[src/rtl/spherical_diffusion_rhs_stencil_macros.svh]
// Assertion macros shared by the stencil RTL files.
// Files that check their own logic include this header; it depends on nothing.
`ifndef SPHERICAL_DIFFUSION_RHS_STENCIL_MACROS_SVH
`define SPHERICAL_DIFFUSION_RHS_STENCIL_MACROS_SVH

`ifndef SYNTHESIS
`define SDRS_ASSERT(lbl, prop, msg) \
    lbl: assert property (@(posedge i_clk) disable iff (!i_rst_n) prop) \
        else $error(msg);
`define SDRS_ASSERT_NEVER(lbl, cond, msg) \
    lbl: assert property (@(posedge i_clk) disable iff (!i_rst_n) !(cond)) \
        else $error(msg);
`else
`define SDRS_ASSERT(lbl, prop, msg)
`define SDRS_ASSERT_NEVER(lbl, cond, msg)
`endif

`endif

[src/rtl/sdrs_pkg.sv]
// Shared widths, constants, codes and types of the spherical diffusion stencil.
// Used by every module of the block; depends on nothing.
`default_nettype none

package sdrs_pkg;

    localparam int GRID_POINTS   = 128;
    localparam int IDX_W         = 7;
    localparam int IDX_MAX       = (1 << IDX_W) - 1;
    localparam int LAST_INDEX    = (GRID_POINTS - 1 < IDX_MAX) ? GRID_POINTS - 1 : IDX_MAX;

    localparam int CONC_W        = 16;
    localparam int GAIN_W        = 32;
    localparam int FLUX_W        = 16;
    localparam int RATE_W        = 32;
    localparam int FRAC_W        = 16;
    localparam int CFG_IDX_W     = 2;
    localparam int CFG_DATA_W    = 32;

    localparam int CENTER_FACTOR = 6;
    localparam int TWO           = 2;

    // Working concentration: unsigned sample or ghost value, kept signed.
    localparam int CV_W          = CONC_W + 2;
    // Stencil sum j*(cR-2c+cL)+(cR-cL) stays below 2^25 in magnitude.
    localparam int S_W           = 26;
    localparam int PROD_W        = GAIN_W + 1 + S_W;
    localparam int T_W           = PROD_W - FRAC_W;

    localparam int FIFO_DEPTH    = 4;

    localparam logic [T_W-1:0] POS_LIMIT = T_W'((64'd1 << (RATE_W - 1)) - 64'd1);
    localparam logic [T_W-1:0] NEG_LIMIT = T_W'(64'd1 << (RATE_W - 1));

    typedef enum logic [CFG_IDX_W-1:0] {
        CFG_GAIN_A,
        CFG_GAIN_B,
        CFG_FLUX_A,
        CFG_FLUX_B
    } t_cfg_reg;

    typedef struct packed {
        logic [IDX_W-1:0]    point_index;
        logic [IDX_W-1:0]    divisor;
        logic                last;
        logic signed [S_W-1:0] s_a;
        logic signed [S_W-1:0] s_b;
    } t_job;

    typedef enum logic [2:0] {
        BK_IDLE,
        BK_MUL,
        BK_BIAS,
        BK_START,
        BK_WAIT,
        BK_WB
    } t_back_state;

    typedef enum logic [1:0] {
        DV_IDLE,
        DV_RUN,
        DV_ROUND,
        DV_SAT
    } t_div_state;

endpackage

`default_nettype wire

[src/rtl/sdrs_fifo.sv]
// Short job queue between the front end and the arithmetic back end.
// Register storage with one write and one read port; depends on sdrs_pkg.
`default_nettype none

module sdrs_fifo
    import sdrs_pkg::*;
(
    input  wire logic i_clk,
    input  wire logic i_rst_n,
    input  wire logic i_push,
    input  wire t_job i_push_data,
    output logic      o_full,
    output logic      o_valid,
    output t_job      o_data,
    input  wire logic i_pop
);

    localparam int PTR_W = (FIFO_DEPTH > 1) ? $clog2(FIFO_DEPTH) : 1;
    localparam int CNT_W = $clog2(FIFO_DEPTH + 1);

    t_job             r_mem [FIFO_DEPTH];
    logic [PTR_W-1:0] r_wr_ptr, r_rd_ptr;
    logic [CNT_W-1:0] r_count;
    logic [PTR_W-1:0] n_wr_ptr, n_rd_ptr;

    assign o_full  = (r_count == CNT_W'(FIFO_DEPTH));
    assign o_valid = (r_count != '0);
    assign o_data  = r_mem[r_rd_ptr];

    always_comb begin
        n_wr_ptr = (r_wr_ptr == PTR_W'(FIFO_DEPTH - 1)) ? '0 : r_wr_ptr + PTR_W'(1);
        n_rd_ptr = (r_rd_ptr == PTR_W'(FIFO_DEPTH - 1)) ? '0 : r_rd_ptr + PTR_W'(1);
    end

    always_ff @(posedge i_clk) begin
        if (!i_rst_n) begin
            r_wr_ptr <= '0;
            r_rd_ptr <= '0;
            r_count  <= '0;
        end else begin
            if (i_push) begin
                r_wr_ptr <= n_wr_ptr;
            end
            if (i_pop) begin
                r_rd_ptr <= n_rd_ptr;
            end
            if (i_push && !i_pop) begin
                r_count <= r_count + CNT_W'(1);
            end else if (i_pop && !i_push) begin
                r_count <= r_count - CNT_W'(1);
            end
        end
    end

    always_ff @(posedge i_clk) begin
        if (i_push) begin
            r_mem[r_wr_ptr] <= i_push_data;
        end
    end

    `include "spherical_diffusion_rhs_stencil_macros.svh"

    `SDRS_ASSERT_NEVER(a_no_overflow, i_push && o_full && !i_pop, "job pushed into a full queue")
    `SDRS_ASSERT_NEVER(a_no_underflow, i_pop && !o_valid, "job popped from an empty queue")

endmodule

`default_nettype wire

[config.mk]
export PLATFORM = sky130hd
export DESIGN_NAME = sdrs_fifo
export DESIGN_NICKNAME = d
export VERILOG_FILES = /design/src/rtl/sdrs_pkg.sv /design/src/rtl/sdrs_fifo.sv
export VERILOG_INCLUDE_DIRS = /design/src /design/src/rtl
export SDC_FILE = /design/constraint.sdc
export NUM_CORES = 1
export LEC_CHECK = 0
export ABC_AREA = 1
export BUFFER_PORTS_ARGS = -buffer_cell sky130_fd_sc_hd__buf_2
export CORE_MARGIN = 3
export CORE_UTILIZATION = 51
export CTS_BUF_LIST = sky130_fd_sc_hd__clkbuf_8
export DETAILED_ROUTE_END_ITERATION = 8
export PLACE_DENSITY = 0.74
export SLEW_MARGIN = 20
export SYNTH_ARGS = -nofsm -noshare
export SYNTH_HDL_FRONTEND = slang
export SYNTH_SLANG_ARGS = --single-unit
[constraint.sdc]
create_clock -name i_clk -period 3.2 [get_ports i_clk]
set_clock_uncertainty 0.1 [all_clocks]
set_input_delay 0.32 -clock i_clk [delete_from_list [all_inputs] [get_ports i_clk]]
set_output_delay 0.32 -clock i_clk [all_outputs]
set_load 0.1 [all_outputs]
After elaboration in Yosys (flattened, before gate mapping) --
Memories as Yosys holds them, arrays and structs flattened. A register that Yosys moved wholly into a read port is not among the register bits. Index checks and enable logic that the tools add are counted.
Cells by class: mux-type cells 8, add/sub/neg operators 4, reductions and logical operators 6, equality and inequality tests 3
Operators with widths (count):
- 2-to-1 mux 2 bit | 4
- 2-to-1 mux 3 bit | 2
- adder 2 x 1 -> 2 bit (second input constant) | 2
- equality test 2 bit (second input constant) | 2
- adder 3 x 1 -> 3 bit (second input constant) | 1
- equality test 3 bit (second input constant) | 1
- nonzero test 3 bit | 1
- subtractor 3 x 1 -> 3 bit (second input constant) | 1
- logical AND 1 bit | 2
- zero test 1 bit | 2
- 2-to-1 mux 1 bit | 2
- nonzero test 2 bit | 1
Storage, ports and cells: bits in writable memories 268, logic and storage cells 25, bits of input ports 71, memories 1, output and inout port bits 69, bits in registers 7
Memories:
- r_mem | depth 4, width 67, read ports 1, clocked after memory_dff 1, wr ports 1, line sdrs_fifo.sv:21 | t_job r_mem [FIFO_DEPTH];

Logic depth before layout (Yosys ltp) --
depth after elaboration 4, mapped depth 10, mapped depth without buffers 10

Worst setup path before layout --
Ideal clock, no wire load.
kind register -> output, start reg r_count[0], end out o_full, slack 362 ps, path buffers 0, arrival time 2418 ps, data required time 2780 ps, cell stages (with the launch flop) 2, path through dfxtp_1 > nor3_1
On the way: longest elaborated chain between the ends 1
RTL lines:
- from (decl) | line sdrs_fifo.sv:23 | logic [CNT_W-1:0] r_count;
- from (signal assigned) | line sdrs_fifo.sv:48 | r_count <= r_count + CNT_W'(1);
- from (signal assigned) | line sdrs_fifo.sv:50 | r_count <= r_count - CNT_W'(1);
- equality test 3 bit | line sdrs_fifo.sv:26 | assign o_full = (r_count == CNT_W'(FIFO_DEPTH));
- to (decl) | line sdrs_fifo.sv:12 | output logic o_full,
Every way passes these cells.

==> impl_metrics.csv <==
group,metric,value,unit
pwr,pwr-share-seq,0.489,
timing,setup_viol_count_final,0,
clocking,cts_buffers,44,
synthesis,synth_warnings,0,
layout,drive_gt1_frac,0.219,
setup_path,cp_max_fo,67,
die,dieArea,22200,um2
run_status,outcome,"completed",
pwr,peakVddDrop,0.000465,V
grt,antenna_found_initial,1,
worst_hold_path,min_to,"r_rd_ptr[1]$_SDFFE_PN0P_",
timing,timing.hold.ws,57.6,ps
timing,fin_setup_tns,0,ps
synthesis,muxShareOfSynthArea,0,
layout,fillers,1427,
timing,relSlewSlack,0.359,
route,vias_per_cell,5.39,
synthesis,synth_cell_types,24,
setup_path,rrSetupSlack,1030,ps
die,coreArea,19800,um2
synthesis,yosys.area.top_type,"edfxtp_1",
synthesis,ys_seq_area_frac,0.790,
synthesis,synth-seq-cells,277,
route,antenna_left,0,
grt,grt_util_all_layers,0.193,
setup_path,reg2reg_depth,5,
synthesis,synth_top_family_by_area,"compound AO/OA/AOI/OAI gates",
placed_design,dp_hpwl,11300,um
worst_hold_path,min-delay-start,"i_pop",
synthesis,netlist_instances,708,
synthesis,synth_xor_xnor_area_share,0.000841,
setup_path,crit_chain,"buf_4 -> o21ai_0 -> o22ai_1 -> buf_2",
clocking,clk_pin_slew,60,ps
pwr,power.leakage,4.61,nW
route,drtIter0Drc,469,
clocking,worstSkewPairLatency,510,ps
timing,tightest_slew,961,ps
route,wire_per_inst,17.9,um
timing,period_needed,2830,ps
route,vias,6606,
synthesis,synth_compound_area_frac,0.108,
setup_path,cp-end-kind,"output pin",
synthesis,synthArstFlopShare,0,
grt,grt_overflow_total,0,
pwr,power.density,673,nW/um2
synthesis,synthAdderAreaFrac,0.00913,
pwr,p_comb_frac,0.202,
clocking,cts_tree,"built",
worst_hold_path,hold_depth,3,
route,drc,0,
synthesis,syn_area,10400,um2
setup_path,rr_endpoint,"r_mem[0][38]$_DFFE_PP_",
setup_path,r2r-start,"r_wr_ptr[0]$_SDFFE_PN0P_",
synthesis,avgSynthCellArea,14.7,um2
pwr,power.switching,2.73,mW
timing,maxSlewViolCount,0,
synthesis,synth-edff-count,268,
clocking,cts_buffer_depth,3,
flow_run,cap_viol_max_count,0,
setup_path,crit_required,2780,ps
worst_hold_path,min_path_type,"input port to flop",
setup_path,crit_type,"flop to output pin",
layout,area_growth,22.2,%
placed_design,portBuffers,139,
timing,post-route-period-util,0.884,
synthesis,synth-simple-area-share,0.0573,
setup_path,cp_slowest_stage_delay,560,ps
pwr,p_clk_frac,0.309,
grt,grt_pass1_vias,6593,
die,die_w,149,um
grt,grt_max_degree,135,
timing,rsz0062_at_grt,"no",
route,wirelength,21900,um
synthesis,ys.flop_type,"edfxtp_1",
placed_design,gp_congestion,0.732,
die,start_util,0.526,
die,num_rows,51,
route,first_pass_iters,5,
timing,fmax,354,MHz
die,io-pin-count,140,
synthesis,yosysMostFrequentCell,"edfxtp_1",
setup_path,critical-path-slowest-cell,"buf_4",
setup_path,arrival,2410,ps
pwr,p_int,5.83,mW
grt,grt_pass1_wl,33900,um
synthesis,synth_common_cells,"edfxtp_1, nor2_1, o21ai_0",
synthesis,yosysTopAreaCellShare,0.773,
pwr,switching_share,0.319,
setup_path,startpoint_type,"flop",
synthesis,synth_area_leaders,"edfxtp_1, o21ai_0, nor2_1",
layout,nNetsFinal,1007,
clocking,h-tree-depth,2,
clocking,root_buffer,"clkbuf_8",
die,die_h,149,um
clocking,cts_sinks,277,
synthesis,synth_fp_nets,786,
timing,hold_viol,0,
[worst max path at each step]
stage | end | depth (start not counted)
after floorplan | o_full | 1
after global placement | o_data[47] | 4
after detailed placement | o_data[33] | 4
after CTS | o_data[33] | 4
after global routing | o_data[9] | 4
final | o_data[33] | 4
[per-layer routing]
metal  global-route usage  wire length (um)
met1                0.252              9030
met2                0.320             10700
met3               0.0504              1790
met4               0.0604               470
met5                    0                 0
[power by group through the flow]
stage / sequential [mW] / clock (mW) / combinational (mW)
after detailed placement: 4.26 / 0 / 1.67
after CTS: 4.19 / 2.71 / 1.74
after global routing: 4.19 / 2.89 / 1.82
after global placement: 4.26 / 0 / 1.65
final: 4.19 / 2.64 / 1.73
after floorplan: 4.26 / 0 / 1.36
[critical path: cells and delay by family (launching register included)]
family          cells  cell delay [ps]
compound gates      2              490
buf+inv             2             1020
flops               1              330
[through the flow]
stage	worst slack, ps	cells	total power [mW]	instance area (um2)	util
5_1_grt	198	1225	8.90	12700	0.643
2_1_floorplan	362	708	5.61	10400	-
4_1_cts	338	1224	8.63	12700	0.643
3_3_place_gp	948	1080	5.91	11300	0.570
6_report	372	1226	8.56	12700	0.643
3_5_place_dp	903	1080	5.93	11300	0.570
[logic make-up (layout without fill, tap and decap cells)]
logic type	after synthesis	after routing
DFF	277	277
AOI/OAI and AO/OA	207	207
and+or+nand+nor	157	157
buffers and inverters	59	310
adders and majority gates	7	7
xor gates and xnor gates	1	1
other	0	2
[flip-flops by register name, indices dropped and copies added (netlist names), named ones only]
| name | flops |
|---|---|
| r_mem | 268 |
| r_rd_ptr | 2 |
| r_count | 3 |
| r_wr_ptr | 2 |
[repair_timing]
action,in CTS,in global routing
endpoints found under the setup margin,0,0
hold buffers,68,0
hold endpoints to repair,273,0
resized for setup,0,0
setup buffers,0,0
[final cells by class]
class                           count  area [um2]  share of cell area
Timing Repair Buffer              218        1500               0.118
Sequential cell                   277        8230               0.647
Tap cell                          265         332              0.0260
Clock inverter                     31         150              0.0118
Clock buffer                       45         619              0.0487
Multi-Input combinational cell    372        1820               0.143
Antenna cell                        2        5.00            0.000393
Inverter                           16        72.6             0.00570
[placed cells by master (no fill, tap or decap), drive strengths merged, types with 2 or more instances in the layout]
master,n
clkinv,19
nor3,3
dfxtp,9
edfxtp,268
dlygate4sd3,68
a21oi,3
ha,6
o21ai,137
clkbuf,45
nand2,9
diode,2
o22ai,67
inv,27
nor2,143
buf,150
(Power assumes the default switching activity.)
