File: src/rtl/spherical_diffusion_rhs_stencil_macros.svh
// Assertion macros shared by the stencil RTL files.
// Files that check their own logic include this header; it depends on nothing.
`ifndef SPHERICAL_DIFFUSION_RHS_STENCIL_MACROS_SVH
`define SPHERICAL_DIFFUSION_RHS_STENCIL_MACROS_SVH

`ifndef SYNTHESIS
`define SDRS_ASSERT(lbl, prop, msg) \
    lbl: assert property (@(posedge i_clk) disable iff (!i_rst_n) prop) \
        else $error(msg);
`define SDRS_ASSERT_NEVER(lbl, cond, msg) \
    lbl: assert property (@(posedge i_clk) disable iff (!i_rst_n) !(cond)) \
        else $error(msg);
`else
`define SDRS_ASSERT(lbl, prop, msg)
`define SDRS_ASSERT_NEVER(lbl, cond, msg)
`endif

`endif

File: src/rtl/sdrs_pkg.sv
// Shared widths, constants, codes and types of the spherical diffusion stencil.
// Used by every module of the block; depends on nothing.
`default_nettype none

package sdrs_pkg;

    localparam int GRID_POINTS   = 128;
    localparam int IDX_W         = 7;
    localparam int IDX_MAX       = (1 << IDX_W) - 1;
    localparam int LAST_INDEX    = (GRID_POINTS - 1 < IDX_MAX) ? GRID_POINTS - 1 : IDX_MAX;

    localparam int CONC_W        = 16;
    localparam int GAIN_W        = 32;
    localparam int FLUX_W        = 16;
    localparam int RATE_W        = 32;
    localparam int FRAC_W        = 16;
    localparam int CFG_IDX_W     = 2;
    localparam int CFG_DATA_W    = 32;

    localparam int CENTER_FACTOR = 6;
    localparam int TWO           = 2;

    // Working concentration: unsigned sample or ghost value, kept signed.
    localparam int CV_W          = CONC_W + 2;
    // Stencil sum j*(cR-2c+cL)+(cR-cL) stays below 2^25 in magnitude.
    localparam int S_W           = 26;
    localparam int PROD_W        = GAIN_W + 1 + S_W;
    localparam int T_W           = PROD_W - FRAC_W;

    localparam int FIFO_DEPTH    = 4;

    localparam logic [T_W-1:0] POS_LIMIT = T_W'((64'd1 << (RATE_W - 1)) - 64'd1);
    localparam logic [T_W-1:0] NEG_LIMIT = T_W'(64'd1 << (RATE_W - 1));

    typedef enum logic [CFG_IDX_W-1:0] {
        CFG_GAIN_A,
        CFG_GAIN_B,
        CFG_FLUX_A,
        CFG_FLUX_B
    } t_cfg_reg;

    typedef struct packed {
        logic [IDX_W-1:0]    point_index;
        logic [IDX_W-1:0]    divisor;
        logic                last;
        logic signed [S_W-1:0] s_a;
        logic signed [S_W-1:0] s_b;
    } t_job;

    typedef enum logic [2:0] {
        BK_IDLE,
        BK_MUL,
        BK_BIAS,
        BK_START,
        BK_WAIT,
        BK_WB
    } t_back_state;

    typedef enum logic [1:0] {
        DV_IDLE,
        DV_RUN,
        DV_ROUND,
        DV_SAT
    } t_div_state;

endpackage

`default_nettype wire

File: src/rtl/sdrs_front.sv
// Front end: keeps the two-point window, classifies each point and forms
// the integer stencil sums. Pushes jobs into the queue; depends on sdrs_pkg.
`default_nettype none

module sdrs_front
    import sdrs_pkg::*;
(
    input  wire logic                     i_clk,
    input  wire logic                     i_rst_n,
    input  wire logic                     i_in_valid,
    output logic                          o_in_stall,
    input  wire logic [CONC_W-1:0]        i_conc_a,
    input  wire logic [CONC_W-1:0]        i_conc_b,
    input  wire logic                     i_last_point,
    input  wire logic signed [FLUX_W-1:0] i_flux_a,
    input  wire logic signed [FLUX_W-1:0] i_flux_b,
    input  wire logic                     i_fifo_full,
    output logic                          o_push,
    output t_job                          o_push_data
);

    localparam int D_W  = CV_W + 2;
    localparam int SP_W = D_W + IDX_W + 1;

    function automatic logic signed [S_W-1:0] stencil_sum(
        input logic signed [CV_W-1:0] cl,
        input logic signed [CV_W-1:0] c,
        input logic signed [CV_W-1:0] cr,
        input logic [IDX_W-1:0]       j
    );
        logic signed [D_W-1:0]  d2;
        logic signed [D_W-1:0]  d1;
        logic signed [SP_W-1:0] acc;
        d2  = D_W'(cr) - D_W'(TWO) * D_W'(c) + D_W'(cl);
        d1  = D_W'(cr) - D_W'(cl);
        acc = SP_W'($signed({1'b0, j})) * SP_W'(d2) + SP_W'(d1);
        return acc[S_W-1:0];
    endfunction

    function automatic logic signed [S_W-1:0] center_sum(
        input logic signed [CV_W-1:0] c0,
        input logic signed [CV_W-1:0] c1
    );
        logic signed [D_W-1:0]  d;
        logic signed [SP_W-1:0] acc;
        d   = D_W'(c1) - D_W'(c0);
        acc = SP_W'(d) * SP_W'(CENTER_FACTOR);
        return acc[S_W-1:0];
    endfunction

    logic [CONC_W-1:0] r_older_a, r_newer_a, r_older_b, r_newer_b;
    logic [IDX_W-1:0]  r_count;
    logic              r_pend_valid;
    t_job              r_pend;

    logic                     accept;
    logic                     is_last;
    logic [IDX_W-1:0]         idx_m1;
    logic signed [CV_W-1:0]   ca, cb, older_a, older_b, newer_a, newer_b;
    logic signed [CV_W-1:0]   ghost_a, ghost_b;
    logic                     j1_valid;
    t_job                     j1;
    logic                     pend_set;
    t_job                     pend_job;

    assign o_in_stall = r_pend_valid || i_fifo_full;
    assign accept     = i_in_valid && !o_in_stall;

    always_comb begin
        is_last = i_last_point || (r_count >= IDX_W'(LAST_INDEX));
        idx_m1  = r_count - IDX_W'(1);
        ca      = $signed({2'b00, i_conc_a});
        cb      = $signed({2'b00, i_conc_b});
        older_a = $signed({2'b00, r_older_a});
        older_b = $signed({2'b00, r_older_b});
        newer_a = $signed({2'b00, r_newer_a});
        newer_b = $signed({2'b00, r_newer_b});
        ghost_a = newer_a + CV_W'(i_flux_a);
        ghost_b = newer_b + CV_W'(i_flux_b);

        // Result for the point before the one arriving, or for a lone point of a one-point sweep.
        j1 = '0;
        j1.divisor = IDX_W'(1);
        if (r_count == '0) begin
            // A sweep of a single point yields a zero derivative.
            j1_valid = is_last;
            j1.last  = 1'b1;
        end else if (r_count == IDX_W'(1)) begin
            j1_valid = 1'b1;
            j1.s_a   = center_sum(newer_a, ca);
            j1.s_b   = center_sum(newer_b, cb);
        end else begin
            j1_valid       = 1'b1;
            j1.point_index = idx_m1;
            j1.divisor     = idx_m1;
            j1.s_a         = stencil_sum(older_a, newer_a, ca, idx_m1);
            j1.s_b         = stencil_sum(older_b, newer_b, cb, idx_m1);
        end

        // The surface point's own result, held in r_pend and pushed once the queue has room.
        pend_set             = accept && is_last && (r_count != '0);
        pend_job.point_index = r_count;
        pend_job.divisor     = r_count;
        pend_job.last        = 1'b1;
        pend_job.s_a         = stencil_sum(newer_a, ca, ghost_a, r_count);
        pend_job.s_b         = stencil_sum(newer_b, cb, ghost_b, r_count);

        o_push      = r_pend_valid ? !i_fifo_full : (accept && j1_valid);
        o_push_data = r_pend_valid ? r_pend : j1;
    end

    always_ff @(posedge i_clk) begin
        if (!i_rst_n) begin
            r_older_a    <= '0;
            r_newer_a    <= '0;
            r_older_b    <= '0;
            r_newer_b    <= '0;
            r_count      <= '0;
            r_pend_valid <= 1'b0;
        end else begin
            if (accept) begin
                if (is_last) begin
                    r_older_a <= '0;
                    r_newer_a <= '0;
                    r_older_b <= '0;
                    r_newer_b <= '0;
                    r_count   <= '0;
                end else begin
                    r_older_a <= r_newer_a;
                    r_newer_a <= i_conc_a;
                    r_older_b <= r_newer_b;
                    r_newer_b <= i_conc_b;
                    r_count   <= r_count + IDX_W'(1);
                end
            end
            if (pend_set) begin
                r_pend_valid <= 1'b1;
            end else if (r_pend_valid && !i_fifo_full) begin
                r_pend_valid <= 1'b0;
            end
        end
    end

    always_ff @(posedge i_clk) begin
        if (pend_set) begin
            r_pend <= pend_job;
        end
    end

    `include "spherical_diffusion_rhs_stencil_macros.svh"

    `SDRS_ASSERT(a_pend_at_sweep_start, r_pend_valid |-> (r_count == '0), "surface job pending mid sweep")

endmodule

`default_nettype wire

File: config.mk
export PLATFORM = sky130hd
export DESIGN_NAME = sdrs_front
export DESIGN_NICKNAME = d
export VERILOG_FILES = /design/src/rtl/sdrs_pkg.sv /design/src/rtl/sdrs_front.sv
export VERILOG_INCLUDE_DIRS = /design/src /design/src/rtl
export SDC_FILE = /design/constraint.sdc
export NUM_CORES = 2
export LEC_CHECK = 0
export BUFFER_PORTS_ARGS = -buffer_cell sky130_fd_sc_hd__buf_2
export CAP_MARGIN = 15
export CORE_MARGIN = 4
export CORE_UTILIZATION = 43
export DETAILED_ROUTE_END_ITERATION = 16
export PLACE_DENSITY = 0.71
export SYNTH_ARGS = -nofsm -noshare
export SYNTH_HDL_FRONTEND = slang
export SYNTH_SLANG_ARGS = --single-unit
File: constraint.sdc
create_clock -name i_clk -period 17.5 [get_ports i_clk]
set_input_delay 3.5 -clock i_clk [delete_from_list [all_inputs] [get_ports i_clk]]
set_output_delay 3.5 -clock i_clk [all_outputs]
set_load 0.05 [all_outputs]
; ---- After elaboration in Yosys (flattened, before gate mapping)
; Index checks and enable logic that the tools add are counted.
[totals]
output_inout_bits = 69
regBits = 131
word_cells = 66
input_bits = 69
[classes]
n_eq_ne = 1
add_sub_neg = 22
n_reduce_logical = 12
n_mux = 15
multipliers = 6
n_lt_le_gt_ge = 1
[ops]
columns = cell, count
row1 = 2-to-1 mux 52 bit, 2
row2 = subtractor 16 x 16 -> 17 bit, 4
row3 = 2-to-1 mux 67 bit, 1
row4 = 2-to-1 mux 16 bit, 4
row5 = adder 26 x 17 -> 26 bit, 2
row6 = adder 26 x 19 -> 26 bit, 2
row7 = multiplier 8 x 19 -> 26 bit, 2
row8 = multiplier 8 x 20 -> 26 bit, 2
row9 = adder 19 x 17 -> 20 bit, 2
row10 = multiplier 17 x 3 -> 20 bit (second input constant), 2
row11 = adder 18 x 17 -> 19 bit, 2
row12 = subtractor 18 x 17 -> 19 bit, 2
row13 = subtractor 18 x 18 -> 19 bit, 2
row14 = adder 17 x 16 -> 18 bit, 2
row15 = subtractor 16 x 17 -> 18 bit, 2
row16 = 2-to-1 mux 14 bit, 2
row17 = adder 7 x 1 -> 7 bit (second input constant), 1
row18 = equality test 7 x 1 -> 1 bit (second input constant), 1
row19 = >= comparator 7 bit (second input constant), 1
row20 = zero test 7 bit, 1
row21 = 2-to-1 mux 7 bit, 1
row22 = nonzero test 7 bit, 1
row23 = subtractor 7 x 1 -> 7 bit (second input constant), 1
row24 = logical AND 1 bit, 5
row25 = 4 further kinds, 10

; ---- Longest topological paths before layout
[depth]
ltp_word = 7
ltp_mapped = 39
ltp_nobuf = 39

; ---- Worst setup path before layout
; OpenSTA, ideal clock, no wires.
[synth_timing]
kind = input to output
start = in i_conc_a[1]
end = out o_push_data[50] (netlist bit)
cell_stages = 34
t_arrival_ps = 11454
required_ps = 14000
path_buffers = 0
path_slack_ps = 2546
path_cell_list = inv_1 -> ha_1 -> inv_1 -> fa_1 -> a21o_1 -> a21o_1 -> a211oi_1 -> o21bai_1 -> a211oi_1 -> a21oi_1 -> ha_1 -> nand3_1 -> o31ai_1 -> a21oi_1 -> o21ai_0 -> nor2_1 -> xor2_1 -> nand2b_1 -> fa_1 -> inv_1 -> fa_1 -> fa_1 -> inv_1 -> fa_1 -> inv_1 -> ha_1 -> a21o_1 -> a211o_1 -> a221o_1 -> a31oi_1 -> a21oi_1 -> a41oi_1 -> o21ai_0 -> a22oi_1
[synth_rtl]
columns = element, line_no
row1 = start: declaration, sdrs_front.sv:12  ; input wire logic [CONC_W-1:0] i_conc_a,
row2 = end: declaration, sdrs_front.sv:19  ; output t_job o_push_data

==> implementation parameters <==
Parameter                              Value

Critical path
  Worst Reg-to-Reg Cells    38
  Kind of end point of the critical path    output port
  Crit-path slowest cell    sky130_fd_sc_hd__o221ai_1
  Startpoint class of the critical path    input pin
  Launch instance of the worst register-to-register path    r_newer_b[0]
  Class of the most critical setup path    in2out
  CP max FO    7
  R2r endpoint    r_pend[25]
  Required time of the critical path    between 10 and 15 ns
  Maximum cell stage delay along the critical path    around 0.62 ns
  Reg-to-reg slack, setup    approximately 7.0 ns
  Critical path data arrival time    around 13 ns

Finish
  Layout cells sized above 1    ~6.4%
  Filler Cell Count    between 8000 and 9000
  Final #Nets    around 5600
  Synth-to-layout area growth    6.79%
  Post-route non-filler standard cell count    approximately 5700

Hold path
  End point of the most critical hold path    r_older_b[3]
  Min-delay src    r_older_b[3]
  Hold WC Path Type    reg2reg
  Number of instances on the worst hold path    2

Yosys
  YS warnings    0
  Register area share after synthesis    about 8.5%
  Most common cell in the netlist    sky130_fd_sc_hd__inv_1
  Commonest cells post-synth    756 x sky130_fd_sc_hd__inv_1, 570 x sky130_fd_sc_hd__fa_1, 473 x sky130_fd_sc_hd__ha_1
  Area share of the largest cell type after synthesis    between 30% and 40%
  Synthesized area divided by synthesized cell count    8.55 um^2
  Net count after synthesis    5525
  #FFs+latches synth    about 130
  Gate count of the mapped netlist    about 4400
  Post-synth EDFFs    between 50 and 60
  Top_reg_cell synth    sky130_fd_sc_hd__dfxtp_1
  Yosys top cell by area    sky130_fd_sc_hd__fa_1
  Async SR Flop Fraction    0%
  Synth top area cells    sky130_fd_sc_hd__fa_1 30%, sky130_fd_sc_hd__ha_1 16%, sky130_fd_sc_hd__inv_1 7.5%
  Area of the mapped netlist    0.0377 mm^2
  Number of distinct library cells after synthesis    89

GRT
  Remaining global-route overflow    0
  GRT Overall Usage    a little over a fifth
  Global-route wire length before repair    162 mm
  Initial antenna violation count    16
  Vias in the first global route    slightly above 30000
  Maximum number of pins on one net before global-route repair    69

STA
  Max-slew headroom at the worst pin    between 20 and 25%
  RSZ-0062 raised after global routing    no
  Post-Route Skew    0.0218 ns
  Count of final hold-check violations    0
  Actual transition at the worst max-transition pin    about 1.2 ns
  Min Clock Period, post-route    roughly 16 ns
  Fin. max-slew vios    0
  Final sum of negative setup slack    0 ns
  Top achievable clock speed    62.5 MHz
  Final WS setup    about 1.5 ns
  Post-route clock period utilization    91.4%
  Final-report setup violation count    0

Placement
  Placer congestion estimate    approximately 0.93
  Number of placed instances with taps included    5618
  Worst slack at placement    approximately 1.6 ns
  Port-buffer cells    about 140
  Post-detail-place hpwl    between 80 and 90 mm

Floorplanning
  Count of pins on the block boundary    138
  Initial Utilization    between 40 and 50%
  Die Outline Area    around 0.093 mm^2
  Die width    around 300 um
  Standard-cell row count    ~110
  Area of the core    a little under 0.09 mm^2
  Die height    between 300 and 400 um

Flow run
  Count of max-cap constraint violations    0

Clock tree
  Clock buffer count from CTS    17
  Clock tree from TritonCTS    done
  Clock latency of the later-clocked register in the worst-skew pair    0.45 ns
  Maximum buffer depth of the clock tree    2
  Buffer type at the clock tree root    sky130_fd_sc_hd__clkbuf_16
  Post-CTS clock slew at the launch and capture registers of the worst setup and hold paths    roughly 0.070 ns
  Post-CTS repair timing setup buffer count    0
  PostCTS Resize Cnt    0
  Hold buffer count at cts    0
  Number of sinks driven by the clock tree    between 100 and 150
  Total number of H-tree levels    4

Drt
  Routed vias/inst    around 5.4
  Number of design rule violations left after detail routing    0
  Mean routed wirelength per cell    between 15 and 20 um
  Detailed Route Iter0 Violations    about 2200
  Via Count    roughly 30000
  Pre-Repair DR Iteration Count    6
  Antenna viol nets, final    0
  Final wirelength    101 mm

Status
  Result of the run    complete, no violations
[cell families (layout without fill, tap and decap cells)]
| group | count (synthesis) | count (layout) | synth area share [%] |
|---|---|---|---|
| AO/OA/AOI/OAI | 805 | 805 | 13.9 |
| XOR/XNOR | 303 | 303 | 7.08 |
| adder cells (fa/ha/maj) | 1043 | 1043 | 45.9 |
| buffers and inverters | 870 | 952 | 8.76 |
| flip-flops | 131 | 131 | 8.52 |
| multiplexers | 5 | 5 | 0.133 |
| other | 0 | 9 | 0 |
| AND/OR/NAND/NOR | 1256 | 1256 | 15.7 |
[flip-flops by register name, indices dropped and copies added, names as in the netlist]
register      flops
r_older_b        16
r_older_a        16
r_newer_a        16
r_newer_b        16
r_pend_valid      1
r_pend           59
r_count           7
[critical path: cells and delay by family]
| kind | cells | cell delay (ns) |
|---|---|---|
| compound gates | 16 | 3.97 |
| simple gates | 3 | 0.71 |
| buf+inv | 7 | 0.90 |
| xor+xnor | 2 | 0.36 |
| fa+ha+maj | 8 | 3.04 |
[per-layer routing]
layer	wire length [um]	vias up	track usage, %
met2	42100	928	32.4
li1	-	14454	-
met5	34	-	0
met4	3000	6	6.28
met3	9350	129	6.10
met1	46900	14775	31.1
[how the worst max path moves through the flow]
stage | start | endpoint | slack (ns) | depth (start not counted)
after detailed placement | i_conc_b[1] | o_push_data[21] | 1.63 | 36
after CTS | i_conc_b[1] | o_push_data[21] | 1.61 | 36
after global routing | i_conc_b[1] | o_push_data[21] | 0.93 | 36
final | i_conc_b[1] | o_push_data[21] | 1.50 | 36
after global placement | i_conc_b[1] | o_push_data[21] | 1.67 | 36
after floorplan | i_conc_a[1] | o_push_data[50] | 2.55 | 34
[placed cells by master, fill, tap and decap left out, drive strengths merged, types with 50 or more instances in the layout]
| master | n |
|---|---|
| xor2 | 103 |
| inv | 763 |
| o21ai | 168 |
| and2 | 130 |
| edfxtp | 59 |
| dfxtp | 72 |
| nor2 | 345 |
| o21a | 50 |
| or2 | 50 |
| fa | 570 |
| nand2b | 80 |
| buf | 164 |
| a21oi | 274 |
| nor3 | 51 |
| xnor2 | 200 |
| a21o | 83 |
| ha | 473 |
| nor2b | 60 |
| nand2 | 417 |
[area by class of cell]
cell class                      count  area [um^2]  share of cell area [%]
Sequential cell                   131         3220                    7.99
Inverter                          756         2840                    7.04
Multi-Input combinational cell   3412        31300                    77.6
Tap cell                         1155         1450                    3.59
Clock buffer                       18          439                    1.09
Antenna cell                        9         22.5                  0.0559
Clock inverter                     14          169                   0.419
Timing Repair Buffer              164          888                    2.21
[through the flow]
| stage | hold slack [ns] | instance area, um^2 | util, % |
|---|---|---|---|
| 2_1_floorplan | 0.406 | 37700 | - |
| 3_3_place_gp | 0.467 | 39700 | 45.6 |
| 3_5_place_dp | 0.477 | 39700 | 45.6 |
| 4_1_cts | 0.481 | 40300 | 46.3 |
| 5_1_grt | 0.511 | 40300 | 46.4 |
| 6_report | 0.488 | 40300 | 46.4 |
Power is left out: the tool's default activity adds up to more than one toggle a clock period on the data nets, which glitch-free logic cannot reach.
