### src/rtl/spherical_diffusion_rhs_stencil_macros.svh
// Assertion macros shared by the stencil RTL files.
// Files that check their own logic include this header; it depends on nothing.
`ifndef SPHERICAL_DIFFUSION_RHS_STENCIL_MACROS_SVH
`define SPHERICAL_DIFFUSION_RHS_STENCIL_MACROS_SVH

`ifndef SYNTHESIS
`define SDRS_ASSERT(lbl, prop, msg) \
    lbl: assert property (@(posedge i_clk) disable iff (!i_rst_n) prop) \
        else $error(msg);
`define SDRS_ASSERT_NEVER(lbl, cond, msg) \
    lbl: assert property (@(posedge i_clk) disable iff (!i_rst_n) !(cond)) \
        else $error(msg);
`else
`define SDRS_ASSERT(lbl, prop, msg)
`define SDRS_ASSERT_NEVER(lbl, cond, msg)
`endif

`endif

### src/rtl/sdrs_pkg.sv
// Shared widths, constants, codes and types of the spherical diffusion stencil.
// Used by every module of the block; depends on nothing.
`default_nettype none

package sdrs_pkg;

    localparam int GRID_POINTS   = 128;
    localparam int IDX_W         = 7;
    localparam int IDX_MAX       = (1 << IDX_W) - 1;
    localparam int LAST_INDEX    = (GRID_POINTS - 1 < IDX_MAX) ? GRID_POINTS - 1 : IDX_MAX;

    localparam int CONC_W        = 16;
    localparam int GAIN_W        = 32;
    localparam int FLUX_W        = 16;
    localparam int RATE_W        = 32;
    localparam int FRAC_W        = 16;
    localparam int CFG_IDX_W     = 2;
    localparam int CFG_DATA_W    = 32;

    localparam int CENTER_FACTOR = 6;
    localparam int TWO           = 2;

    // Working concentration: unsigned sample or ghost value, kept signed.
    localparam int CV_W          = CONC_W + 2;
    // Stencil sum j*(cR-2c+cL)+(cR-cL) stays below 2^25 in magnitude.
    localparam int S_W           = 26;
    localparam int PROD_W        = GAIN_W + 1 + S_W;
    localparam int T_W           = PROD_W - FRAC_W;

    localparam int FIFO_DEPTH    = 4;

    localparam logic [T_W-1:0] POS_LIMIT = T_W'((64'd1 << (RATE_W - 1)) - 64'd1);
    localparam logic [T_W-1:0] NEG_LIMIT = T_W'(64'd1 << (RATE_W - 1));

    typedef enum logic [CFG_IDX_W-1:0] {
        CFG_GAIN_A,
        CFG_GAIN_B,
        CFG_FLUX_A,
        CFG_FLUX_B
    } t_cfg_reg;

    typedef struct packed {
        logic [IDX_W-1:0]    point_index;
        logic [IDX_W-1:0]    divisor;
        logic                last;
        logic signed [S_W-1:0] s_a;
        logic signed [S_W-1:0] s_b;
    } t_job;

    typedef enum logic [2:0] {
        BK_IDLE,
        BK_MUL,
        BK_BIAS,
        BK_START,
        BK_WAIT,
        BK_WB
    } t_back_state;

    typedef enum logic [1:0] {
        DV_IDLE,
        DV_RUN,
        DV_ROUND,
        DV_SAT
    } t_div_state;

endpackage

`default_nettype wire

### src/rtl/sdrs_div.sv
// Bit-serial signed divider by the grid index with floor rounding and
// saturation to the rate width. One lane per species; depends on sdrs_pkg.
`default_nettype none

module sdrs_div
    import sdrs_pkg::*;
(
    input  wire logic                  i_clk,
    input  wire logic                  i_rst_n,
    input  wire logic                  i_start,
    input  wire logic signed [T_W-1:0] i_dividend,
    input  wire logic [IDX_W-1:0]      i_divisor,
    output logic                       o_done,
    output logic [RATE_W-1:0]          o_quot
);

    localparam int CNT_W = $clog2(T_W);

    t_div_state        r_state, n_state;
    logic [CNT_W-1:0]  r_cnt;
    logic [IDX_W-1:0]  r_div;
    logic [IDX_W-1:0]  r_rem;
    logic [T_W-1:0]    r_quo;
    logic              r_neg;
    logic              r_done;
    logic [RATE_W-1:0] r_result;

    logic              load_en, step_en, round_en, sat_en, last_step;
    logic [T_W-1:0]    mag;
    logic [IDX_W:0]    trial, rem_next;
    logic              ge;
    logic [RATE_W-1:0] sat_val;

    assign last_step = (r_cnt == CNT_W'(T_W - 1));

    always_comb begin
        n_state = r_state;
        case (r_state)
            DV_IDLE:  if (i_start) n_state = DV_RUN;
            DV_RUN:   if (last_step) n_state = DV_ROUND;
            DV_ROUND: n_state = DV_SAT;
            DV_SAT:   n_state = DV_IDLE;
            default:  n_state = DV_IDLE;
        endcase
    end

    always_comb begin
        load_en  = 1'b0;
        step_en  = 1'b0;
        round_en = 1'b0;
        sat_en   = 1'b0;
        case (r_state)
            DV_IDLE:  load_en  = i_start;
            DV_RUN:   step_en  = 1'b1;
            DV_ROUND: round_en = 1'b1;
            DV_SAT:   sat_en   = 1'b1;
            default:  ;
        endcase
    end

    always_comb begin
        mag      = i_dividend[T_W-1] ? (~i_dividend + T_W'(1)) : i_dividend;
        trial    = {r_rem, r_quo[T_W-1]};
        ge       = (trial >= {1'b0, r_div});
        rem_next = ge ? (trial - {1'b0, r_div}) : trial;
        // Floor of a negative quotient is one further from zero when inexact.
        if (!r_neg) begin
            sat_val = (r_quo > POS_LIMIT) ? {1'b0, {(RATE_W - 1){1'b1}}}
                                          : r_quo[RATE_W-1:0];
        end else begin
            sat_val = (r_quo > NEG_LIMIT) ? {1'b1, {(RATE_W - 1){1'b0}}}
                                          : RATE_W'(0) - r_quo[RATE_W-1:0];
        end
    end

    always_ff @(posedge i_clk) begin
        if (!i_rst_n) begin
            r_state <= DV_IDLE;
            r_done  <= 1'b0;
        end else begin
            r_state <= n_state;
            r_done  <= sat_en;
        end
    end

    always_ff @(posedge i_clk) begin
        if (load_en) begin
            r_neg <= i_dividend[T_W-1];
            r_quo <= mag;
            r_rem <= '0;
            r_div <= i_divisor;
            r_cnt <= '0;
        end
        if (step_en) begin
            r_rem <= rem_next[IDX_W-1:0];
            r_quo <= {r_quo[T_W-2:0], ge};
            r_cnt <= r_cnt + CNT_W'(1);
        end
        if (round_en) begin
            r_quo <= r_quo + T_W'(r_neg && (r_rem != '0));
        end
        if (sat_en) begin
            r_result <= sat_val;
        end
    end

    assign o_done = r_done;
    assign o_quot = r_result;

endmodule

`default_nettype wire

### src/rtl/sdrs_back.sv
// Back end: takes one job from the queue, multiplies by the gains, adds the
// rounding bias and divides in two lanes, then fills the output register.
// Depends on sdrs_pkg and sdrs_div.
`default_nettype none

module sdrs_back
    import sdrs_pkg::*;
(
    input  wire logic              i_clk,
    input  wire logic              i_rst_n,
    input  wire logic [GAIN_W-1:0] i_gain_a,
    input  wire logic [GAIN_W-1:0] i_gain_b,
    input  wire logic              i_fifo_valid,
    input  wire t_job              i_fifo_data,
    output logic                   o_pop,
    output logic                   o_out_valid,
    input  wire logic              i_out_stall,
    output logic [IDX_W-1:0]       o_point_index,
    output logic [RATE_W-1:0]      o_rate_a,
    output logic [RATE_W-1:0]      o_rate_b,
    output logic                   o_last_result
);

    t_back_state             r_state, n_state;
    t_job                    r_job;
    logic signed [PROD_W-1:0] r_prod_a, r_prod_b;
    logic signed [T_W-1:0]   r_t_a, r_t_b;
    logic                    r_out_valid;
    logic [IDX_W-1:0]        r_out_index;
    logic [RATE_W-1:0]       r_out_rate_a, r_out_rate_b;
    logic                    r_out_last;

    logic                    mul_en, bias_en, div_start, wb_load, out_free;
    logic                    div_done_a, div_done_b;
    logic [RATE_W-1:0]       quot_a, quot_b;
    logic signed [PROD_W-1:0] bias, sum_a, sum_b;

    assign out_free = !r_out_valid || !i_out_stall;

    always_comb begin
        n_state = r_state;
        case (r_state)
            BK_IDLE:  if (i_fifo_valid) n_state = BK_MUL;
            BK_MUL:   n_state = BK_BIAS;
            BK_BIAS:  n_state = BK_START;
            BK_START: n_state = BK_WAIT;
            BK_WAIT:  if (div_done_a) n_state = BK_WB;
            BK_WB:    if (out_free) n_state = BK_IDLE;
            default:  n_state = BK_IDLE;
        endcase
    end

    always_comb begin
        o_pop     = 1'b0;
        mul_en    = 1'b0;
        bias_en   = 1'b0;
        div_start = 1'b0;
        wb_load   = 1'b0;
        case (r_state)
            BK_IDLE:  o_pop     = i_fifo_valid;
            BK_MUL:   mul_en    = 1'b1;
            BK_BIAS:  bias_en   = 1'b1;
            BK_START: div_start = 1'b1;
            BK_WB:    wb_load   = out_free;
            default:  ;
        endcase
    end

    // Adding half the divisor before the floor gives round half up.
    always_comb begin
        bias  = $signed({{(PROD_W - IDX_W){1'b0}}, r_job.divisor}) <<< (FRAC_W - 1);
        sum_a = r_prod_a + bias;
        sum_b = r_prod_b + bias;
    end

    always_ff @(posedge i_clk) begin
        if (!i_rst_n) begin
            r_state     <= BK_IDLE;
            r_out_valid <= 1'b0;
        end else begin
            r_state <= n_state;
            if (wb_load) begin
                r_out_valid <= 1'b1;
            end else if (!i_out_stall) begin
                r_out_valid <= 1'b0;
            end
        end
    end

    always_ff @(posedge i_clk) begin
        if (o_pop) begin
            r_job <= i_fifo_data;
        end
        if (mul_en) begin
            r_prod_a <= PROD_W'($signed({1'b0, i_gain_a})) * PROD_W'($signed(r_job.s_a));
            r_prod_b <= PROD_W'($signed({1'b0, i_gain_b})) * PROD_W'($signed(r_job.s_b));
        end
        if (bias_en) begin
            r_t_a <= sum_a[PROD_W-1:FRAC_W];
            r_t_b <= sum_b[PROD_W-1:FRAC_W];
        end
        if (wb_load) begin
            r_out_index  <= r_job.point_index;
            r_out_rate_a <= quot_a;
            r_out_rate_b <= quot_b;
            r_out_last   <= r_job.last;
        end
    end

    sdrs_div u_div_a (
        .i_clk      (i_clk),
        .i_rst_n    (i_rst_n),
        .i_start    (div_start),
        .i_dividend (r_t_a),
        .i_divisor  (r_job.divisor),
        .o_done     (div_done_a),
        .o_quot     (quot_a)
    );

    sdrs_div u_div_b (
        .i_clk      (i_clk),
        .i_rst_n    (i_rst_n),
        .i_start    (div_start),
        .i_dividend (r_t_b),
        .i_divisor  (r_job.divisor),
        .o_done     (div_done_b),
        .o_quot     (quot_b)
    );

    assign o_out_valid   = r_out_valid;
    assign o_point_index = r_out_index;
    assign o_rate_a      = r_out_rate_a;
    assign o_rate_b      = r_out_rate_b;
    assign o_last_result = r_out_last;

    `include "spherical_diffusion_rhs_stencil_macros.svh"

    `SDRS_ASSERT(a_lanes_in_step, div_done_a == div_done_b, "divider lanes out of step")
    `SDRS_ASSERT(a_done_while_waiting, div_done_a |-> (r_state == BK_WAIT), "divide ended outside wait")

endmodule

`default_nettype wire

### config.mk
export PLATFORM = sky130hd
export DESIGN_NAME = sdrs_back
export DESIGN_NICKNAME = d
export VERILOG_FILES = /design/src/rtl/sdrs_pkg.sv /design/src/rtl/sdrs_div.sv /design/src/rtl/sdrs_back.sv
export VERILOG_INCLUDE_DIRS = /design/src /design/src/rtl
export SDC_FILE = /design/constraint.sdc
export NUM_CORES = 2
export LEC_CHECK = 0
export ABC_CLOCK_PERIOD_IN_PS = 7600
export BUFFER_PORTS_ARGS = -buffer_cell sky130_fd_sc_hd__buf_2
export CAP_MARGIN = 40
export CORE_ASPECT_RATIO = 0.5
export CORE_MARGIN = 3
export CORE_UTILIZATION = 44
export DETAILED_ROUTE_END_ITERATION = 10
export PLACE_DENSITY = 0.7
export SYNTH_ARGS = -nofsm -noshare
export SYNTH_HDL_FRONTEND = slang
export SYNTH_SLANG_ARGS = --single-unit
### constraint.sdc
create_clock -name i_clk -period 7.6 [get_ports i_clk]
set_input_delay 0.38 -clock i_clk [delete_from_list [all_inputs] [get_ports i_clk]]
set_output_delay 0.38 -clock i_clk [all_outputs]
set_load 0.02 [all_outputs]
Yosys cells after proc, flatten, opt, wreduce, memory -nomap -nowiden
Index checks and enable logic that the tools add are counted.
- add/sub/neg operators: 12
- multiply operators: 2
- order comparisons: 6
- equality and inequality tests: 21
- multiplexer cells: 48
- bitwise gates (word level): 2
- reductions and logical operators: 17
- operators by type and width (kind ; count):
    $mux 43 ; 8
    $mux 32 ; 6
    $add 59x23->59 ; 2
    $mul 33x26->59 ; 2
    $add 43x1->43 ; 2
    $add 43x2->43 const B ; 2
    $gt 43x31->1 const B ; 2
    $gt 43x32->1 const B ; 2
    $not 43->43 ; 2
    $sub 1x32->32 const A ; 2
    $mux 7 ; 6
    $mux 6 ; 4
    $pmux 3 s6 ; 1
    $ge 8x7->1 ; 2
    $pmux 2 s4 ; 2
    $mux 1 ; 15
    $reduce_bool 7->1 ; 2
    $sub 7x7->7 ; 2
    $add 6x1->6 const B ; 2
    $eq 6x6->1 const B ; 2
    $ne 2x1->1 const B ; 5
    $mux 3 ; 3
    $eq 2x2->1 const B ; 4
    $eq 3x2->1 const B ; 2
    14 further kinds ; 26
- register bits: 544
- input port bits: 135
- output and inout bits: 74
- word-level logic and storage cells: 138

Longest topological paths before layout
- word-level depth: 6
- gate-level depth with buffers: 27
- depth with buffers taken out: 26

Modules after synthesis
A second synthesis with hierarchy kept.
- cells, all modules: 8391
- area, all modules: 80349.6 um^2
- modules (own cells, without submodules) (module ; times used ; cells each ; area an instance (um^2) ; seq. area each (um^2)):
    sdrs_back ; 1 ; 6667 ; 64867.2 ; 9479.1
    sdrs_div (u_div_b) ; 1 ; 881 ; 7813.7 ; 2942.8
    sdrs_div (u_div_a) ; 1 ; 843 ; 7668.6 ; 2942.8

Worst setup path before layout
OpenSTA, ideal clock, no wires.
- kind: register to register
- start: reg r_state[0]
- end: reg r_job (netlist bit bias[15]) (enable)
- library setup time: 0.709 ns
- arrival time: 8.068 ns
- required time: 6.891 ns
- path slack: -1.177 ns
- cell stages (with the launch flop): 3
- path buffers: 1
- clock period less this slack: 8.777 ns
- cell sequence: dfxtp_1 clkbuf_1 nor4b_1
- word-level cells in the longest chain between the ends: 2
- RTL lines (what ; RTL line ; source):
    start: declaration ; sdrs_back.sv:24 ; t_back_state r_state, n_state;
    start signal: assignment ; sdrs_back.sv:81 ; r_state <= n_state;
    $logic_not 3->1 ; sdrs_back.sv:59 ; case (r_state)
    $mux 1 ; sdrs_back.sv:59 ;
    net o_pop ; sdrs_back.sv:15 ; output logic o_pop,
    end signal: assignment ; sdrs_back.sv:92 ; r_job <= i_fifo_data;
    end: declaration ; sdrs_back.sv:25 ; t_job r_job;
The timed path passes the listed nets, and every way through them passes these cells.
A chain may end at the register's enable or synchronous reset.

Final worst setup path
- start: reg r_job[31] (netlist bit)
- end: reg r_prod_a[58], data pin
- word-level cells in the longest chain between the ends: 1
- RTL lines (what ; RTL line ; source):
    $mul 33x26->59 ; sdrs_back.sv:95 ; r_prod_a <= PROD_W'($signed({1'b0, i_gain_a})) * PROD_W'($signed(r_job.s_a));
    end signal: assignment ; sdrs_back.sv:95 ;
    end: declaration ; sdrs_back.sv:26 ; logic signed [PROD_W-1:0] r_prod_a, r_prod_b;
Every way passes these cells.

==> results.toml <==
[outcome]
outcome = "finished, final reports clean"

[die]
die_h_um = 305
coreArea_um2 = 177000
dieArea_um2 = 184000
initial_core_util_pct = 44.4
io_pins = 209
floorplan.rows = 109
die_x_um = 604

[sta]
finClkSkew_ns = 0.0399
tightest_slew_ns = 0.946
slew_headroom_pct = 36.9
maxSlewViolCount = 0
fin_crit_ns = 7.43
max_freq_mhz = 135
worst_slack_ns = 0.175
hold_violations = 0
rsz0062_at_grt = "true"
fin_tns_setup_ns = 0
fin_crit_sh_pct = 97.7
report.final.setup_viol = 0

[final_layout]
layout-drive-gt1-share_pct = 7.86
area_delta_synth_final_pct = 10.4
fin_area_um2 = 86800
final_util_pct = 49.0
fill_cells = 16200
nNetsFinal = 10500

[hold_path]
hp-start = "i_out_stall"
hold-path-endpoint = "o_out_valid"
min_path_cells = 4
hp-class = "in -> reg"

[grt]
grt_pass1_vias = 58700
antenna_found_initial = 6
grt_max_degree = 88
grtUsageTotal_pct = 21.4
grt_pass1_wl_mm = 317
grt_overflow_total = 0

[placement]
io_buffers = 208
hpwlAfterDp_mm = 154
place_ws_ns = -0.00238
gp_congestion = 0.889
placed_cell_area_um2 = 83400

[clocking]
cts_htree_levels = 2
cts_tree = "yes"
ctsRootBufferMaster = "clkbuf_16"
clk_path_buf_depth = 3
clock_sinks = 514
numCtsBuffers = 56
path_clk_slew_ns = 0.07
clock_latency_ns = 0.71

[logic_synthesis]
synth_xor_xnor_area_share_pct = 3.84
seq_area_frac_synth_pct = 19.5
syn-num-nets = 10300
synth_compound_area_share_pct = 5.00
yosys.area_share.simple_pct = 16.1
syn_area_um2 = 78700
ys_top_cells_by_count = "inv_1 (1670), fa_1 (1438), nand2_1 (1187), and2_1 (719), ha_1 (506)"
synth_top_area_share_pct = 36.6
syn_inst = 8184
yosys.cell_types.count = 78
synth_top_family_by_area = "adder cells"
synth_edf_count = 505
yosys-top-cells-area = "fa_1 (37%), edfxtp_1 (19%), ha_1 (8.0%)"
ys.flop_type = "edfxtp_1"
async_flop_share_pct = 0
ys_warn_count = 0
syn_avg_cell_area_um2 = 9.61
synth.area.mux_share_pct = 0.899
yosysTopAreaCell = "fa_1"
yosys.cell_count.top_type = "inv_1"
ys_ff_latch = 514
synthAdderAreaFrac_pct = 44.6

[job]
maxCapViolCount = 0

[setup_path]
crit_path_start_kind = "flip-flop"
r2r_slack_ns = 0.17
reg2regPathDepth = 28
crit_path_frequent_cell = "fa_1"
worst-path-max-fanout = 5
arrival_ns = 7.88
crit_required_ns = 8.05
reg2reg_from = "r_job[31]"
cpPeakStageDelay_ns = 0.54
rr_endpoint = "r_prod_a[58]"
worst-setup-path-type = "reg -> reg"
end_kind = "flip-flop"
cpMaxStageDelayCell = "fa_1"

[detailed_routing]
drt_iter0_markers = 4252
viasPerCell = 5.19
ant_nets = 0
dr.pass1.iters = 5
dr_total_vias = 56100
drc = 0
drt_wl_total_mm = 198
routedWlPerCell_um = 18.3
-- logic make-up after synthesis --
logic type | Yosys count
and+or+nand+nor | 2591
buffers and inverters | 2089
adders and majority gates | 1944
AOI/OAI and AO/OA | 631
DFF | 514
xor gates and xnor gates | 345
muxes | 70
-- flip-flops by register name (all words and copies together) (netlist names), 3 cells and up --
signal	flops
u_div_b.o_quot	32
r_t_b	43
u_div_b.r_rem	7
u_div_a.o_quot	32
u_div_a.r_rem	7
u_div_a.r_div	7
u_div_a.r_quo	43
r_prod_a	44
o_rate_b	32
r_prod_b	44
r_state	3
o_point_index	7
r_t_a	43
r_job	60
o_rate_a	32
u_div_b.r_cnt	6
u_div_b.r_quo	43
u_div_a.r_cnt	6
u_div_b.r_div	7
bias	7
-- worst max-delay path by stage --
stage,from,end,depth (start not counted)
final,r_job[31],r_prod_a[58],28
after global routing,r_job[31],r_prod_a[50],30
after CTS,r_job[46],r_prod_a[47],23
after detailed placement,i_gain_a[23],r_prod_a[47],24
after global placement,i_gain_a[23],r_prod_a[47],24
after floorplan,r_state[0],r_t_a[0],2
-- placed cells by master (no fill, tap or decap), types with 64 or more instances in the layout --
cell type	instances
o21ai_0	204
a21oi_1	160
inv_1	1667
ha_1	494
nor2_1	198
mux2i_1	65
clkbuf_16	64
nand3_1	115
edfxtp_1	505
nand2_1	1186
fa_1	1429
and2_1	718
xor2_1	98
xnor2_1	247
buf_2	208
dlygate4sd3_1	68
buf_4	214
-- layout make-up --
type | count | area [um^2] | share of cell area (%)
Antenna cell | 3 | 7.51 | 0.00865
Clock buffer | 60 | 1420 | 1.63
Clock inverter | 44 | 563 | 0.648
Inverter | 1672 | 6280 | 7.23
Multi-Input combinational cell | 5581 | 55700 | 64.1
Sequential cell | 514 | 15300 | 17.7
Tap cell | 2386 | 2990 | 3.44
Timing Repair Buffer | 551 | 4530 | 5.22
-- timing repair --
item / 4_1_cts / 5_1_grt
resized for setup: 0 / 43
hold buffers: 68 / 0
endpoints found under the hold margin: 74 / 0
setup buffers: 0 / 36
endpoints found under the setup margin: 0 / 24
-- metal layers --
| layer | global-route usage [%] | up-vias | routed length [um] |
|---|---|---|---|
| met2 | 36.0 | 1798 | 94600 |
| met1 | 29.4 | 28500 | 83800 |
| met3 | 2.82 | 322 | 12900 |
| li1 | - | 25500 | - |
| met5 | 0 | - | 0 |
| met4 | 5.49 | 0 | 6400 |
-- worst max-delay path, delay by kind of cell (launching register included) --
kind / cells / cell delay, ns
AOI/OAI and AO/OA: 4 / 0.98
xor gates and xnor gates: 1 / 0.11
adders and majority gates: 8 / 3.75
buffers and inverters: 10 / 1.14
DFF: 1 / 0.39
and+or+nand+nor: 5 / 0.80
-- metrics by stage --
stage          std cells  hold slack [ns]
6_report           10800           0.0737
5_1_grt            10800           0.0899
4_1_cts            10800          0.00765
3_5_place_dp       10600            0.405
3_3_place_gp       10600            0.400
2_1_floorplan       8184            0.400
Power is left out: the tool's default activity adds up to more than one toggle a clock period on the data nets, which glitch-free logic cannot reach.
